### src/hw/rtl/snt_pkg.sv
// ----------------------------------------------------------------------------
// snt_pkg
// Types, codes and constants shared by the sigmoid neuron training unit.
// ----------------------------------------------------------------------------
package snt_pkg;

   localparam int SNT_MAX_INPUTS = 64;
   localparam int SNT_TABLE_DEPTH = 256;
   localparam logic [6:0] SNT_ACTIVE_RESET = 7'd64;
   localparam logic [11:0] SNT_RATE_RESET = 12'd410;

   typedef enum logic [1:0] {
      OP_FORWARD = 2'd0,
      OP_BACKWARD = 2'd1,
      OP_WRITE = 2'd2,
      OP_READ = 2'd3
   } op_type;

   typedef enum logic [1:0] {
      KIND_ACT = 2'd0,
      KIND_ERROR = 2'd1,
      KIND_WEIGHT = 2'd2
   } kind_type;

   typedef enum logic {
      CSR_ACTIVE_INPUTS = 1'b0,
      CSR_LEARN_RATE = 1'b1
   } csr_idx_type;

   typedef enum logic [3:0] {
      ST_IDLE,
      ST_FMUL,
      ST_FACC,
      ST_FSHIFT,
      ST_FINDEX,
      ST_FLUT,
      ST_FSLOPE,
      ST_RDOUT,
      ST_BK1,
      ST_BK2,
      ST_BRD,
      ST_BMUL,
      ST_BOUT
   } state_type;

   typedef struct packed {
      logic [1:0] operation;
      logic [5:0] index;
      logic signed [15:0] value;
   } req_type;

   typedef struct packed {
      logic [1:0] kind;
      logic [5:0] index_res;
      logic signed [15:0] value_res;
      logic last;
   } rsp_type;

   // Control of the two state memories.
   typedef struct packed {
      logic rd_en;
      logic w_we;
      logic x_we;
   } mem_cmd_type;

   // e^-(2^j/4096) in Q0.16.
   localparam longint EXP_NEG_BIT [15] = '{
      65520, 65504, 65472, 65408, 65280, 65026, 64520, 63520,
      61565, 57835, 51039, 39750, 24110, 8869, 1200
   };

   // Sigmoid of bin K's midpoint, unsigned Q1.12. Evaluated at elaboration.
   function automatic logic [12:0] snt_sig_value(input int K, input int Depth);
      longint x;
      longint t;
      longint r;
      longint den;
      longint num;
      longint q;
      longint rem;
      int j;
      x = longint'(((2 * K + 1) * 32768) / Depth) - 32768;
      t = (x < 0 ? -x : x) & 32'h7fff;
      r = 65536;
      for (j = 0; j < 15; j++) begin
         if (((t >> j) & 1) != 0) begin
            r = (r * EXP_NEG_BIT[j] + 32768) >> 16;
         end
      end
      den = 65536 + r;
      num = 268435456 + (den >> 1);
      q = 0;
      rem = 0;
      // Restoring long division of num by den.
      for (j = 31; j >= 0; j--) begin
         rem = (rem << 1) | ((num >> j) & 1);
         q = q << 1;
         if (rem >= den) begin
            rem = rem - den;
            q = q | 1;
         end
      end
      if (q > 4096) begin
         q = 4096;
      end
      if (x < 0) begin
         q = 4096 - q;
      end
      return 13'(q);
   endfunction

endpackage

### src/hw/rtl/snt_store.sv
// ----------------------------------------------------------------------------
// snt_store
// Weight and input memories, one shared address, registered read data.
// ----------------------------------------------------------------------------
module snt_store
   import snt_pkg::*;
#(
   parameter int MAX_INPUTS = SNT_MAX_INPUTS,
   localparam int AW = (MAX_INPUTS > 1) ? $clog2(MAX_INPUTS) : 1
) (
   input  logic clock,
   input  mem_cmd_type cmd,
   input  logic [AW-1:0] addr,
   input  logic signed [15:0] w_wdata,
   input  logic signed [15:0] x_wdata,
   output logic signed [15:0] w_rdata,
   output logic signed [15:0] x_rdata
);

   logic signed [15:0] weight_mem [MAX_INPUTS];
   logic signed [15:0] input_mem [MAX_INPUTS];
   logic signed [15:0] w_rdata_ff;
   logic signed [15:0] x_rdata_ff;

   always_ff @(posedge clock) begin
      if (cmd.w_we) begin
         weight_mem[addr] <= w_wdata;
      end
      if (cmd.rd_en) begin
         w_rdata_ff <= weight_mem[addr];
      end
   end

   always_ff @(posedge clock) begin
      if (cmd.x_we) begin
         input_mem[addr] <= x_wdata;
      end
      if (cmd.rd_en) begin
         x_rdata_ff <= input_mem[addr];
      end
   end

   assign w_rdata = w_rdata_ff;
   assign x_rdata = x_rdata_ff;

endmodule

### config.mk
export PLATFORM = sky130hd
export DESIGN_NAME = snt_store
export DESIGN_NICKNAME = d
export VERILOG_FILES = /design/src/hw/rtl/snt_pkg.sv /design/src/hw/rtl/snt_store.sv
export SDC_FILE = /design/constraint.sdc
export NUM_CORES = 2
export LEC_CHECK = 0
export BUFFER_PORTS_ARGS = -buffer_cell sky130_fd_sc_hd__buf_4
export CORE_MARGIN = 1
export CORE_UTILIZATION = 60
export CTS_BUF_LIST = sky130_fd_sc_hd__clkbuf_8
export CTS_CLUSTER_DIAMETER = 200
export DETAILED_ROUTE_END_ITERATION = 12
export PLACE_DENSITY = 0.76
export SYNTH_ARGS = -nofsm -noshare
export SYNTH_HDL_FRONTEND = slang
export SYNTH_SLANG_ARGS = --single-unit
### constraint.sdc
create_clock -name clock -period 3.6 [get_ports clock]
set_input_delay 0.54 -clock clock [delete_from_list [all_inputs] [get_ports clock]]
set_output_delay 0.54 -clock clock [all_outputs]
set_load 0.01 [all_outputs]
### Yosys cells after proc, flatten, opt, wreduce, memory -nomap -nowiden

Memories as Yosys holds them, arrays and structs flattened. A register that Yosys moved wholly into a read port is not among the register bits.
Index checks and enable logic that the tools add are counted.
W data, S select, Z words.

| storage, ports and cells | value |
|---|---|
| output and inout bits | 32 |
| memories | 2 |
| bits of input ports | 42 |
| flip-flop bits (word level) | 0 |
| RAM bits | 2,048 |

| operators by class | value |
|---|---|
| multiplexer cells | 4 |

Memories:

| memory | words | width | rd ports | clocked after memory_dff | wr ports | line | RTL |
|---|---|---|---|---|---|---|---|
| input_mem | 64 | 16 | 1 | 1 | 1 | snt_store.sv:21 | `logic signed [15:0] input_mem [MAX_INPUTS];` |
| weight_mem | 64 | 16 | 1 | 1 | 1 | snt_store.sv:20 | `logic signed [15:0] weight_mem [MAX_INPUTS];` |

Operators with widths:

| kind | number |
|---|---|
| $mux W1 | 4 |

### Depth between registers and ports, before layout

| depth | value |
|---|---|
| depth in word-level cells | 2 |
| mapped depth | 11 |

### Worst setup path after synthesis

Ideal clock, no wire load.

| path | value |
|---|---|
| kind | input port to flip-flop |
| start point | in addr[2] |
| end point | mem input_mem[60][0] (enable) |
| cell stages on the path | 9 |
| path slack | 0.591 ns |
| arrival time | 2.621 ns |
| buffers on the path | 7 |
| cell sequence | buf_4 > buf_6 > buf_2 > buf_4 > buf_2 > buf_2 > nand2_1 > clkbuf_1 > nor2_1 |

RTL lines:

| element | line | RTL |
|---|---|---|
| from (decl) | snt_store.sv:13 | `input logic [AW-1:0] addr,` |
| to (decl) | snt_store.sv:21 |  |

Straight into the memory's write port.

==> metrics <==
run status finished clean; CTS tree built; H-tree level count 5; clk buf depth 4; die outline height roughly 360 um; Overflow after GRT 0; Crit Reg-Reg Startpoint weight_mem[5][6]; critical setup path kind in -> reg; Routed WL per cell roughly 32 um; clock-pin slew on the worst setup and hold paths about 0.060 ns; worst-skew pair later-pin latency around 1.0 ns; Starting Density around 60%; unrepaired setup endpoints after global routing no; Post-CTS Setup Repair Bufs 0; Reg2Reg Setup Slack 1.02 ns; Hold Buf Count CTS 0; Max FO, Critical Path 48; nets 4,905; Cell Pwr Density approximately 530 nW/um2; met2 routed WL ~98 mm; endpoint class of the critical path flop; Port Buffers 73; Synth Warn # 0; syn avg cell area about 18 um2; core area between 100,000 and 150,000 um2; endpoint of the worst register-to-register path w_rdata[6]; Vias/cell approximately 7.0; WP data required 4.30 ns; layout cells sized above 1 between 10% and 20%; Final Cycle Share about three quarters; Cells after Synth 4,496; area delta synth->final 12.2%; Synth Register Bits around 2,100; M1 WL 78.7 mm; crit path launch type input port; Total Wirelength between 200 and 250 mm; count of final setup violators 0; Max VDD drop 448 uV; Post-synth ARST share 0%; pre-CTS setup slack -0.0154 ns; crit path DAT around 3.4 ns; GPL Wtd Cong roughly 0.9; Hold Path Origin x_wdata[0]; GRT Util Overall approximately 32%; Die Span X 365 um; Synth Cell Area around 79,000 um2; HP Class in -> reg; DP HPWL between 100 and 150 mm; Tot Pwr approximately 0.047 W; top routing layer used met5; sequential-to-total area share from yosys stat between 70% and 80%; max_cap viols 0; Initial DRT Pass Iterations 9; # clock sinks approximately 2,100; final instance area 88,600 um2; post-route core utilization roughly two thirds; drt first-iter violations around 8,000; minimum clock period ~2.7 ns; most frequent cells in the layout 2,080 x edfxtp_1, 443 x a221oi_1, 346 x buf_4; most common cell after layout, fill and taps aside edfxtp_1; Synth Net Count between 4,000 and 5,000; Fin. Hold Viols 0; Worst Tran Pin Value 1.15 ns; fmax about 0.38 GHz; WHS Path Cells 1; Final ANT Viol Nets 0; Post-synth EDFFs between 2,000 and 2,500; FP Rows about 130; placed instance area between 80,000 and 90,000 um2; DRC viols 0; first-pass GRT wire length about 310 mm; max-slew violation count 0; main flop type after synthesis edfxtp_1; vias in the first global route 45,719; io pins 74; Leakage between 20 and 30 nW; largest net degree at the start of global routing 91; Num CTS Buffers 329; routed wl met3 ~30 mm; Max-slew headroom between 20% and 30%; R2R depth 6; Die Area about 130,000 um2; vias post-DR approximately 48,000; setup TNS 0 ns; PostCTS Resize Cnt 0; Final WS setup around 0.94 ns; clock root buffer clkbuf_8; initial antenna violation count 14; Min-Delay Endpoint input_mem[12][0]; synth unique cells 53; Setup Skew ~0.067 ns
-- metal layers --
layer / track usage, % / vias to the layer above
li1: - / 19533
met1: 46.0 / 23752
met2: 48.5 / 3869
met3: 8.11 / 590
met4: 13.7 / 10
met5: 0 / -
-- registers in the layout, summed over array words and instances (netlist names) --
signal,count
input_mem,1024
x_rdata,16
w_rdata,16
weight_mem,1024
-- worst max path at each step --
| stage | start | to | slack [ns] | cells after the start |
|---|---|---|---|---|
| finish | addr[2] | w_rdata[6] | 0.94 | 8 |
| global route | addr[2] | w_rdata[6] | 0.86 | 8 |
| CTS | weight_mem[5][6] | w_rdata[6] | 1.06 | 6 |
| detailed placement | addr[2] | w_rdata[8] | -0.02 | 8 |
| global placement | addr[2] | w_rdata[8] | -0.01 | 8 |
| floorplan | addr[2] | input_mem[60][0] | 0.59 | 9 |
-- kinds of logic after synthesis --
| group | Yosys count | synth area share (%) |
|---|---|---|
| multiplexers | 314 | 4.42 |
| AO/OA/AOI/OAI | 1219 | 11.5 |
| AND/OR/NAND/NOR | 531 | 2.94 |
| buffers and inverters | 352 | 2.00 |
| flip-flops | 2080 | 79.1 |
-- metrics by stage --
step,hold slack [ns],std cells
after floorplan,0.626,4496
after global placement,0.690,6274
after detailed placement,0.700,6274
after CTS,0.00804,6830
after global routing,0.0440,6834
final,0.0784,6841
-- cells in the mapped netlist, drive strengths merged, types with 3 or more instances --
| cell | number | area share, % |
|---|---|---|
| edfxtp | 2080 | 79 |
| o211ai | 15 | 0.14 |
| mux2 | 166 | 2.4 |
| o21ai | 150 | 0.95 |
| o221ai | 8 | 0.089 |
| nor2b | 8 | 0.063 |
| nor3 | 25 | 0.16 |
| clkbuf | 181 | 0.86 |
| nand3 | 20 | 0.13 |
| a311oi | 16 | 0.18 |
| a22o | 25 | 0.28 |
| a32oi | 31 | 0.34 |
| a2bb2oi | 13 | 0.14 |
| inv | 3 | 0.014 |
| a31oi | 31 | 0.25 |
| or3 | 3 | 0.024 |
| o22ai | 164 | 1.3 |
| nor2 | 265 | 1.3 |
| nand4 | 30 | 0.24 |
| and2 | 6 | 0.048 |
| a211oi | 18 | 0.17 |
| buf | 168 | 1.1 |
| mux4 | 11 | 0.31 |
| and4 | 13 | 0.14 |
| a21oi | 53 | 0.34 |
| nand2 | 134 | 0.64 |
| a221oi | 444 | 4.9 |
| and3 | 17 | 0.13 |
| mux2i | 137 | 1.7 |
| a22oi | 240 | 2.3 |
| nand2b | 4 | 0.032 |
-- report_power, final --
group          switching, W  internal, W  leakage, nW
registers          0.000117       0.0269         18.7
logic               0.00196     0.000815         6.36
clock network       0.00877      0.00881         3.28
-- worst max-delay path, stage by stage --
cell,delay [ns]
buf_8,0.37
buf_12,0.34
mux2_2,0.38
a221oi_1,0.24
a31oi_1,0.06
o21ai_0,0.50
and4_1,0.61
nand4_1,0.23
-- layout make-up --
cell class / count / area, um2
multi-input cells: 2064 / 15000
clock inverters: 220 / 958
fillers: 8030 / 41400
flip-flops and latches: 2080 / 62500
diodes: 11 / 27.5
repair buffers: 385 / 3360
inverters: 3 / 20.0
well taps: 1742 / 2180
clock buffers: 336 / 4620
Power figures use the tool's default switching activity.
